### src/rtl/core/fnvfh_pkg.sv
// Package: constants, types and shared helpers of the FNV-1a 64 / fmix64 hash block.
`default_nettype none
package fnvfh_pkg;

    localparam logic [63:0] FNV64_BASIS  = 64'hCBF2_9CE4_8422_2325;
    localparam logic [63:0] FMIX64_MUL_A = 64'hFF51_AFD7_ED55_8CCD;
    localparam logic [63:0] FMIX64_MUL_B = 64'hC4CE_B9FE_1A85_EC53;
    localparam int unsigned FMIX_SHIFT   = 33;
    localparam int unsigned QUEUE_DEPTH  = 2;
    localparam int unsigned QUEUE_AW     = $clog2(QUEUE_DEPTH);
    localparam int unsigned OUT_TDATA_W  = 72;

    // Queue status seen by the front (full) and the back (empty).
    typedef struct packed {
        logic full;
        logic empty;
    } queue_stat_t;

    // FNV-1a 64 fold: xor the byte in, multiply by 2^40 + 0x1B3 as a shift-add.
    function automatic logic [63:0] fnv_fold(input logic [63:0] h, input logic [7:0] b);
        logic [63:0] x;
        x = h ^ {56'd0, b};
        return (x << 40) + (x << 8) + (x << 7) + (x << 5) + (x << 4) + (x << 1) + x;
    endfunction

    function automatic logic [63:0] xor_shift(input logic [63:0] v);
        return v ^ (v >> FMIX_SHIFT);
    endfunction

endpackage
`default_nettype wire

### src/rtl/core/fnvfh_front.sv
// Front end: start seed register, byte-wise FNV-1a fold and push of finished messages.
`default_nettype none
module fnvfh_front
    import fnvfh_pkg::*;
(
    input  wire logic        aclk,
    input  wire logic        aresetn,
    input  wire logic        cfg_wr_en,
    input  wire logic [63:0] cfg_wr_data,
    input  wire logic        s_tvalid,
    output logic             s_tready,
    input  wire logic [7:0]  s_tdata,     // [7:0] data_byte
    input  wire logic        s_tlast,
    input  wire queue_stat_t q_stat,
    output logic             push_valid,
    output logic [63:0]      push_data
);

    logic [63:0] start_seed_reg, start_seed_next;
    logic [63:0] hash_reg, hash_next;
    logic [63:0] start_value;
    logic [63:0] folded;
    logic        accept;

    assign s_tready = ~q_stat.full;
    assign accept   = s_tvalid & s_tready;
    assign folded   = fnv_fold(hash_reg, s_tdata);

    always_comb begin
        start_value = (cfg_wr_data == 64'd0) ? FNV64_BASIS : cfg_wr_data;
        start_seed_next = start_seed_reg;
        hash_next = hash_reg;
        if (cfg_wr_en) begin
            // a seed write reloads the running hash and drops any partial message
            start_seed_next = cfg_wr_data;
            hash_next = start_value;
        end else if (accept) begin
            if (s_tlast) begin
                hash_next = (start_seed_reg == 64'd0) ? FNV64_BASIS : start_seed_reg;
            end else begin
                hash_next = folded;
            end
        end
    end

    assign push_valid = accept & s_tlast & ~cfg_wr_en;
    assign push_data  = folded;

    always_ff @(posedge aclk) begin
        if (!aresetn) begin
            start_seed_reg <= 64'd0;
            hash_reg <= FNV64_BASIS;
        end else begin
            start_seed_reg <= start_seed_next;
            hash_reg <= hash_next;
        end
    end

endmodule
`default_nettype wire

### src/rtl/core/fnvfh_queue.sv
// Short queue of folded message hashes between the front and the finalizer.
`default_nettype none
module fnvfh_queue
    import fnvfh_pkg::*;
(
    input  wire logic        aclk,
    input  wire logic        aresetn,
    input  wire logic        push_valid,
    input  wire logic [63:0] push_data,
    input  wire logic        pop,
    output logic [63:0]      pop_data,
    output queue_stat_t      q_stat
);

    localparam logic [QUEUE_AW:0] DEPTH_CNT = (QUEUE_AW + 1)'(QUEUE_DEPTH);

    logic [63:0]         entry_reg [QUEUE_DEPTH];
    logic [QUEUE_AW-1:0] wr_ptr_reg, wr_ptr_next;
    logic [QUEUE_AW-1:0] rd_ptr_reg, rd_ptr_next;
    logic [QUEUE_AW:0]   count_reg, count_next;
    logic                do_push, do_pop;

    assign q_stat.full  = (count_reg == DEPTH_CNT);
    assign q_stat.empty = (count_reg == '0);
    assign do_push  = push_valid & ~q_stat.full;
    assign do_pop   = pop & ~q_stat.empty;
    assign pop_data = entry_reg[rd_ptr_reg];

    function automatic logic [QUEUE_AW-1:0] ptr_inc(input logic [QUEUE_AW-1:0] p);
        return (p == QUEUE_AW'(QUEUE_DEPTH - 1)) ? '0 : p + 1'b1;
    endfunction

    always_comb begin
        wr_ptr_next = do_push ? ptr_inc(wr_ptr_reg) : wr_ptr_reg;
        rd_ptr_next = do_pop ? ptr_inc(rd_ptr_reg) : rd_ptr_reg;
        count_next  = count_reg;
        if (do_push && !do_pop) begin
            count_next = count_reg + 1'b1;
        end else if (do_pop && !do_push) begin
            count_next = count_reg - 1'b1;
        end
    end

    always_ff @(posedge aclk) begin
        if (!aresetn) begin
            wr_ptr_reg <= '0;
            rd_ptr_reg <= '0;
            count_reg <= '0;
        end else begin
            wr_ptr_reg <= wr_ptr_next;
            rd_ptr_reg <= rd_ptr_next;
            count_reg <= count_next;
        end
    end

    always_ff @(posedge aclk) begin
        if (do_push) begin
            entry_reg[wr_ptr_reg] <= push_data;
        end
    end

endmodule
`default_nettype wire

### src/rtl/core/fnvfh_fmix.sv
// Back end: fmix64 finalizer on a shared 32x32 multiplier, with output register.
`default_nettype none
module fnvfh_fmix
    import fnvfh_pkg::*;
(
    input  wire logic        aclk,
    input  wire logic        aresetn,
    input  wire queue_stat_t q_stat,
    input  wire logic [63:0] pop_data,
    output logic             pop,
    output logic             m_tvalid,
    input  wire logic        m_tready,
    output logic [OUT_TDATA_W-1:0] m_tdata  // [63:0] digest, [65:64] variant, rest zero
);

    typedef enum logic [1:0] {
        ST_IDLE,
        ST_MUL,
        ST_MIX,
        ST_DONE
    } state_t;

    state_t      state_reg, state_next;
    logic [63:0] val_reg, val_next;
    logic [63:0] acc_reg, acc_next;
    logic [1:0]  phase_reg, phase_next;
    logic        pass_reg, pass_next;
    logic        out_valid_reg, out_valid_next;
    logic [63:0] digest_reg, digest_next;

    logic [63:0] mul_k;
    logic [31:0] mul_a, mul_b;
    logic [63:0] mul_p;
    logic        out_free;

    assign mul_k    = pass_reg ? FMIX64_MUL_B : FMIX64_MUL_A;
    assign out_free = ~out_valid_reg | m_tready;

    // 64x64 low half as three 32x32 partial products, one per cycle
    always_comb begin
        unique case (phase_reg)
            2'd1:    begin mul_a = val_reg[63:32]; mul_b = mul_k[31:0];  end
            2'd2:    begin mul_a = val_reg[31:0];  mul_b = mul_k[63:32]; end
            default: begin mul_a = val_reg[31:0];  mul_b = mul_k[31:0];  end
        endcase
    end

    assign mul_p = {32'd0, mul_a} * {32'd0, mul_b};

    always_comb begin
        state_next     = state_reg;
        val_next       = val_reg;
        acc_next       = acc_reg;
        phase_next     = phase_reg;
        pass_next      = pass_reg;
        digest_next    = digest_reg;
        out_valid_next = out_valid_reg & ~m_tready;
        pop            = 1'b0;
        unique case (state_reg)
            ST_IDLE: begin
                if (!q_stat.empty) begin
                    pop        = 1'b1;
                    val_next   = xor_shift(pop_data);
                    phase_next = 2'd0;
                    pass_next  = 1'b0;
                    state_next = ST_MUL;
                end
            end
            ST_MUL: begin
                if (phase_reg == 2'd0) begin
                    acc_next   = mul_p;
                    phase_next = 2'd1;
                end else begin
                    acc_next[63:32] = acc_reg[63:32] + mul_p[31:0];
                    if (phase_reg == 2'd2) begin
                        state_next = ST_MIX;
                    end else begin
                        phase_next = 2'd2;
                    end
                end
            end
            ST_MIX: begin
                val_next   = xor_shift(acc_reg);
                phase_next = 2'd0;
                if (pass_reg) begin
                    state_next = ST_DONE;
                end else begin
                    pass_next  = 1'b1;
                    state_next = ST_MUL;
                end
            end
            ST_DONE: begin
                // hold until the output register is free; force a zero digest to one
                if (out_free) begin
                    digest_next    = (val_reg == 64'd0) ? 64'd1 : val_reg;
                    out_valid_next = 1'b1;
                    state_next     = ST_IDLE;
                end
            end
            default: state_next = ST_IDLE;
        endcase
    end

    always_ff @(posedge aclk) begin
        if (!aresetn) begin
            state_reg <= ST_IDLE;
            phase_reg <= 2'd0;
            pass_reg <= 1'b0;
            out_valid_reg <= 1'b0;
        end else begin
            state_reg <= state_next;
            phase_reg <= phase_next;
            pass_reg <= pass_next;
            out_valid_reg <= out_valid_next;
        end
        val_reg <= val_next;
        acc_reg <= acc_next;
        digest_reg <= digest_next;
    end

    assign m_tvalid = out_valid_reg;
    assign m_tdata  = {{(OUT_TDATA_W - 66){1'b0}}, digest_reg[1:0], digest_reg};

endmodule
`default_nettype wire

### src/rtl/core/fnv1a64_fmix_hash_select.sv
// Top level: FNV-1a 64 message hash with fmix64 finalizer and four-way variant.
//
//  channel   dir  beat contents
//  s_        in   tdata[7:0] data_byte, tlast = last_byte
//  m_        out  tdata[63:0] digest, tdata[65:64] variant
//  cfg_wr_   in   start_seed, 64 bits, reloads the running hash
//
// The front folds one byte per cycle while the queue is not full; a beat with
// tlast pushes the folded hash into a two-entry queue. The finalizer handles one
// message at a time (pop, two multiplies of three 32x32 partial products each,
// two mix steps, hand-off to the output register) before it pops the next.
// s_tready drops only while the queue is full. Reset: synchronous, aresetn low;
// start seed clears to zero, which selects the FNV offset basis.
`default_nettype none
module fnv1a64_fmix_hash_select
    import fnvfh_pkg::*;
(
    input  wire logic        aclk,
    input  wire logic        aresetn,
    input  wire logic        cfg_wr_en,
    input  wire logic [63:0] cfg_wr_data,
    input  wire logic        s_tvalid,
    output logic             s_tready,
    input  wire logic [7:0]  s_tdata,     // [7:0] data_byte
    input  wire logic        s_tlast,
    output logic             m_tvalid,
    input  wire logic        m_tready,
    output logic [OUT_TDATA_W-1:0] m_tdata  // [63:0] digest, [65:64] variant, rest zero
);

    queue_stat_t q_stat;
    logic        push_valid;
    logic [63:0] push_data;
    logic        pop;
    logic [63:0] pop_data;

    fnvfh_front u_front (
        .aclk        (aclk),
        .aresetn     (aresetn),
        .cfg_wr_en   (cfg_wr_en),
        .cfg_wr_data (cfg_wr_data),
        .s_tvalid    (s_tvalid),
        .s_tready    (s_tready),
        .s_tdata     (s_tdata),
        .s_tlast     (s_tlast),
        .q_stat      (q_stat),
        .push_valid  (push_valid),
        .push_data   (push_data)
    );

    fnvfh_queue u_queue (
        .aclk       (aclk),
        .aresetn    (aresetn),
        .push_valid (push_valid),
        .push_data  (push_data),
        .pop        (pop),
        .pop_data   (pop_data),
        .q_stat     (q_stat)
    );

    fnvfh_fmix u_fmix (
        .aclk     (aclk),
        .aresetn  (aresetn),
        .q_stat   (q_stat),
        .pop_data (pop_data),
        .pop      (pop),
        .m_tvalid (m_tvalid),
        .m_tready (m_tready),
        .m_tdata  (m_tdata)
    );

endmodule
`default_nettype wire

### config.mk
export PLATFORM = sky130hd
export DESIGN_NAME = fnv1a64_fmix_hash_select
export DESIGN_NICKNAME = d
export VERILOG_FILES = /design/src/rtl/core/fnvfh_pkg.sv /design/src/rtl/core/fnvfh_front.sv /design/src/rtl/core/fnvfh_queue.sv /design/src/rtl/core/fnvfh_fmix.sv /design/src/rtl/core/fnv1a64_fmix_hash_select.sv
export SDC_FILE = /design/constraint.sdc
export NUM_CORES = 2
export LEC_CHECK = 0
export BUFFER_PORTS_ARGS = -buffer_cell sky130_fd_sc_hd__buf_2
export CAP_MARGIN = 10
export CORE_ASPECT_RATIO = 0.8
export CORE_MARGIN = 3
export CORE_UTILIZATION = 47
export CTS_CLUSTER_SIZE = 10
export DETAILED_ROUTE_END_ITERATION = 6
export GPL_ROUTABILITY_DRIVEN = 0
export SYNTH_ARGS = -nofsm -noshare
export SYNTH_HDL_FRONTEND = slang
export SYNTH_SLANG_ARGS = --single-unit
### constraint.sdc
create_clock -name aclk -period 27.7 [get_ports aclk]
set_input_delay 6.925 -clock aclk [delete_from_list [all_inputs] [get_ports aclk]]
set_output_delay 6.925 -clock aclk [all_outputs]
set_load 0.01 [all_outputs]
# Word-level counts from Yosys, hierarchy flattened
# Memory sizes are Yosys's and may differ from the RTL's. A register that Yosys moved wholly into a read port is not among the register bits.
# Index checks and enable logic that the tools add are counted.
word_totals:
  n_memories: 1
  inputBits: 78
  reg_bits: 330
  out_inout_bits: 74
  mem_bits_rw: 128
mem_list:
  columns: ["memory", "depth", "width", "read_ports", "rd_ports_with_merged_regs", "wr", "line_no", "rtl"]
  rows:
  - ["u_queue.entry_reg", 2, 64, 1, 1, 1, "fnvfh_queue.sv:17", "logic [63:0] entry_reg [QUEUE_DEPTH];"]
classes:
  n_eq_ne: 11
  mux: 35
  multipliers: 1
  bitwise: 15
  addsub: 11
  reduce_logical: 19
op_table:
  columns: ["op", "count"]
  rows:
  - ["$add 64x64->64", 6]
  - ["$mux 64", 6]
  - ["$logic_not 64->1", 3]
  - ["$pmux 64 s2", 1]
  - ["$xor 64x31->64", 2]
  - ["$mux 32", 3]
  - ["$mul 32x32->64", 1]
  - ["$xor 64x8->64", 1]
  - ["$mux 62", 1]
  - ["$add 32x32->32", 1]
  - ["$mux 2", 10]
  - ["$mux 1", 11]
  - ["$eq 2x2->1 const B", 4]
  - ["$pmux 2 s4", 1]
  - ["$and 1x1->1", 6]
  - ["$logic_not 2->1", 3]
  - ["$pmux 2 s3", 1]
  - ["$reduce_and 2->1", 3]
  - ["$reduce_bool 2->1", 3]
  - ["$not 1->1", 5]
  - ["$eq 2x1->1 const B", 2]
  - ["$ne 2x1->1 const B", 2]
  - ["$ne 2x2->1 const B", 2]
  - ["$reduce_and 4->1", 1]
  - ["10 further kinds", 13]

# Depth between registers and ports, before layout
logic_depth:
  depth_word: 10
  ltp_mapped: 41
  mapped_depth_nobuf: 38

# By module
# A second synthesis with hierarchy kept.
hier_totals:
  cells_unflattened: 5936
  area_unflattened_um2: 60415.4
by_module_without_submodules:
  columns: ["mod", "n_inst", "cells_each", "seq_area_each_um2", "area_each_um2"]
  rows:
  - ["fnvfh_fmix", 1, 3809, 5885.6, 39047.4]
  - ["fnvfh_front", 1, 1903, 2562.5, 16497.1]
  - ["fnvfh_queue", 1, 224, 3943.8, 4870.9]

# Least setup slack after synthesis
# Ideal clock, no wire load.
synth_path:
  path_type: "input port to flip-flop"
  from: "in s_tdata[7]"
  to: "reg u_front.hash_reg[60]"
  path_buffers: 0
  cell_stages: 18
  arrival_time_ns: 11.561
  setup_time_ns: 0.115
  path_slack_ns: 16.024
  cell_sequence: "xor2_1 inv_1 fa_1 fa_1 fa_1 inv_1 fa_1 ha_1 a21oi_2 o21ai_1 or4_1 a41o_1 a22oi_2 o31ai_2 a21bo_1 a221oi_2 xnor2_1 o21a_1"
synth_between:
  elab_chain_len: 10
synth_rtl:
  columns: ["item", "line_no", "rtl"]
  rows:
  - ["start, declared", "fnv1a64_fmix_hash_select.sv:24", "input wire logic [7:0] s_tdata,"]
  - ["$xor 64x8->64 (*)", "fnvfh_pkg.sv:22", "x = h ^ {56'd0, b};"]
  - ["$add 64x64->64 (5 in series)", "fnvfh_pkg.sv:23", "return (x << 40) + (x << 8) + (x << 7) + (x << 5) + (x << 4) + (x << 1) + x;"]
  - ["$add 64x64->64 (*)", "fnvfh_pkg.sv:23", null]
  - ["net push_data[60]", "fnv1a64_fmix_hash_select.sv:33", "logic [63:0] push_data;"]
  - ["$mux 64 (*)", "fnvfh_front.sv:38", "if (s_tlast) begin"]
  - ["$mux 64 (*)", "fnvfh_front.sv:37", "end else if (accept) begin"]
  - ["$mux 64 (*)", "fnvfh_front.sv:33", "if (cfg_wr_en) begin"]
  - ["end signal, assigned", "fnvfh_front.sv:55", "hash_reg <= hash_next;"]
  - ["end, declared", "fnvfh_front.sv:20", "logic [63:0] hash_reg, hash_next;"]
# The timed path passes the listed nets; every way through them passes the cells marked *. The select of a mux whose other input is x is not followed.
# A chain may end at the register's enable or synchronous reset.

# Final worst setup path
layout_path:
  from: "in s_tdata[0]"
  to: "reg u_front.hash_reg[51]"
# The elaborated chain is that of the path after synthesis.

==> results.env <==
HOLDPATHSTAGES=2
SYNTH.TOP_CELL.AREA_SHARE=0.369
TRITONCTS_CLOCK_TREE='yes'
DETAIL_ROUTE.VIAS_PER_CELL=5.80
PLACE.DETAILED.HPWL_UM=173000
DIE_X_UM=407
REPORT.FINAL.SETUP_VIOL=0
ROUTED-VIA-COUNT=44512
TIMING.FMAX_GHz=0.0803
COREAREA_UM2=126000
CRIT_PATH_CELL_TRACE='buf_2 > xor2_1 > inv_1 > fa_1 > inv_1 > fa_1 > ha_1 > ha_1 > ha_1 > fa_1 > a211oi_1 > o21ai_0 > a21oi_2 > a2111oi_4 > nor2_1 > o31ai_2 > a21oi_1 > xnor2_1 > a221oi_1 > nor2_1'
FIN_CRIT_NS=12.45
DRT-INITIAL-DRC-COUNT=5668
CTS_SINKS=459
CLOCK_SKEW_NS=0.0266
CTS_BUFFERS=53
PLACEMENT_ROWS=116
CRITICAL_PATH.STARTPOINT_TYPE='input pin'
SYNTH_ENABLE_FLOP_CELLS=320
WHS_ENDPOINT='u_front.start_seed_reg[60]'
WORSTREG2REGSTART='u_fmix.phase_reg[1]'
WORST_SKEW_PAIR.LATE_LATENCY_NS=0.64
ASYNCSETRESETFLOPFRACSYNTH=0
OVERFLOW=0
ROUTEDWLPERCELL_UM=26.9
MAXIMUM_NUMBER_OF_PINS_ON_ONE_NET_BEFORE_GLOBAL_ROUTE_REPAIR=74
SYNTHESIS.INSTANCES=5956
SYNTH.LIB_CELLS_USED.DISTINCT=97
STATUS='complete, no violations'
SYNTH_TOP_CELLS_BY_AREA='fa_1 37%, edfxtp_1 16%, ha_1 9.0%'
FINALSETUPTNS_NS=0
SYNTHESIS.AREA_UM2=60300
MAX_CAP_VIOLATIONS=0
LARGEST_REGISTER_FFS=128
GRT_FIRST_PASS_WIRELENGTH_UM=304000
SLEW-LIMIT-HEADROOM=0.122
INITIAL_UTILIZATION=0.478
HP-START='u_front.start_seed_reg[60]'
FINALMAXSLEWVIOLATIONS=0
ROUTE.ANTENNA.REMAINING_NETS=0
FINAL_WORST_PATH_PERIOD_SHARE=0.450
LAYOUT-DRIVE-GT1-SHARE=0.0590
FF2FF_PATH_DEPTH=35
ANTENNA_FOUND_INITIAL=11
MAXIMUM_NET_FANOUT_ON_THE_CRITICAL_PATH=7
TOTAL_AREA_OF_MULTI_INPUT_COMBINATIONAL_CELLS_UM2=42000
GRT_PASS1_VIAS=44282
RSZ_0062_RAISED_AFTER_GLOBAL_ROUTING='no'
YOSYS_REGISTER_BITS=459
REGTOREGENDPOINT='u_fmix.acc_reg[62]'
DRT_FIRST_PASS_ITERS=7
CRIT_SLOWEST_CELL='nor2_1'
GRTUSAGETOTAL=0.315
WORST_PATH_ARRIVAL_NS=12.93
CLK_PIN_SLEW_NS=0.06
WIRELENGTH_UM=207000
CRIT_REQUIRED_NS=28.17
SEQUENTIAL_CELL_AREA_UM2=12400
CRITPATHMAXSTAGEDELAY_NS=0.59
AREA_OVERHEAD_OF_THE_LAYOUT_RELATIVE_TO_SYNTHESIS_PCT=6.54
TIMING.SETUP.CRITICAL_PATH_CLASS='input pin to register'
SYNTHESIS.YOSYS.WARNINGS=0
BUFFER_PORTS.INSERTED=145
DRC=0
SYNTH_AREA_PER_CELL_UM2=10.1
CLOCK_TREE.HTREE_LEVEL_COUNT=2
CTSLONGESTPATHBUFFERS=3
TOP_LEVEL_PORTS=152
FRACTION_OF_THE_YOSYS_AREA_TAKEN_BY_SEQUENTIAL_CELLS=0.205
FF2FF_SETUP_SLACK_NS=15.48
END_KIND='register'
HP-CLASS='register to register'
CTS_HOLD_BUFFERS=0
NETS=7598
CTS_RESIZED=0
TIMING_WORST_SLEW_PIN_VALUE_NS=1.31
SYNTH_TOP_AREA_CELL='fa_1'
DIE_HEIGHT_UM=326
CTS-ROOT-BUF='clkbuf_16'
POST_CTS_BUFFERS=0
DIEAREA_UM2=133000
POSTSYNTH.TOPFLOPCELL='edfxtp_1'
N_FILL_CELL=11527
HOLD_VIOL_FINAL=0
==> stage by stage <==
step	setup WS [ns]	util	hold slack, ns	area, um2	cells
after CTS	15.51	0.509	0.492	64300	7666
after global placement	15.06	0.496	0.477	62700	7569
final	15.25	0.509	0.501	64300	7675
after floorplan	16.02	-	0.460	60400	5962
after global routing	15.14	0.509	0.515	64300	7666
after detailed placement	14.85	0.496	0.484	62700	7569
==> critical path, delay by kind of cell <==
| kind | cells | cell delay [ns] |
|---|---|---|
| adders and majority gates | 6 | 2.19 |
| and+or+nand+nor | 2 | 0.65 |
| xor gates and xnor gates | 2 | 0.67 |
| AOI/OAI and AO/OA | 7 | 2.03 |
| buffers and inverters | 3 | 0.44 |
==> synthesized netlist by cell type, types with 15 or more instances <==
cell / number
a21oi_1: 261
and2_1: 35
a221oi_1: 25
nand2b_1: 58
xnor2_1: 163
a21o_1: 64
nor2_1: 426
nand4_1: 46
nor3_1: 24
nor2b_1: 16
edfxtp_1: 320
mux2i_1: 136
o21bai_1: 24
dfxtp_1: 139
xor2_1: 95
nand3_1: 42
ha_1: 436
a211oi_1: 66
o211ai_1: 15
and3_1: 28
fa_1: 1112
inv_1: 1319
a31oi_1: 27
nor4_1: 54
o21ai_0: 194
or3_1: 22
nand2_1: 348
clkbuf_1: 219
o21a_1: 25
==> routing by layer <==
metal / wire length, um / global-route usage
met2: 80300 / 0.413
met5: 13 / 0
met4: 5950 / 0.0746
met3: 30200 / 0.110
met1: 90200 / 0.491
==> cell type report <==
cell class	count	share of cell area
Sequential cell	459	0.193
Multi-Input combinational cell	3922	0.653
Antenna cell	9	0.000350
Clock buffer	92	0.0239
Clock inverter	5	0.000798
Inverter	1325	0.0774
Tap cell	1652	0.0322
Timing Repair Buffer	211	0.0191
==> placed cells by master, fill, tap and decap left out, types with 15 or more instances in the layout <==
cell type,count
nor3_1,24
buf_2,144
and2_1,34
nand4_1,46
a31oi_1,27
mux2i_1,136
nor4_1,53
clkbuf_16,55
ha_1,436
nand2_1,346
o21ai_0,194
fa_1,1112
nand3_1,42
o21bai_1,24
o211ai_1,15
inv_1,1317
a221oi_1,25
clkbuf_1,35
nor2_1,419
buf_4,66
or3_1,22
o21a_1,25
xor2_1,95
xnor2_1,163
a21o_1,64
dfxtp_1,137
edfxtp_1,320
and3_1,27
a211oi_1,66
nand2b_1,58
a21oi_1,260
==> worst max-delay path by stage <==
stage / cells after the start / start / endpoint / slack [ns]
detailed placement: 19 / s_tdata[6] / u_queue.entry_reg[0][52] / 14.85
floorplan: 18 / s_tdata[7] / u_front.hash_reg[60] / 16.02
finish: 20 / s_tdata[0] / u_front.hash_reg[51] / 15.25
global placement: 19 / s_tdata[6] / u_queue.entry_reg[0][52] / 15.06
CTS: 19 / s_tdata[6] / u_queue.entry_reg[1][52] / 15.51
global route: 37 / u_fmix.phase_reg[1] / u_fmix.acc_reg[62] / 15.14
==> cells by family after synthesis <==
logic type | count (synthesis) | synth area share
other | 1 | 0.0000622
muxes | 149 | 0.0250
DFF | 459 | 0.205
xor gates and xnor gates | 259 | 0.0378
AOI/OAI and AO/OA | 827 | 0.0873
adders and majority gates | 1548 | 0.459
and+or+nand+nor | 1132 | 0.0848
buffers and inverters | 1581 | 0.100
Power is left out: the tool's default activity adds up to more than one toggle a clock period on the data nets, which glitch-free logic cannot reach.
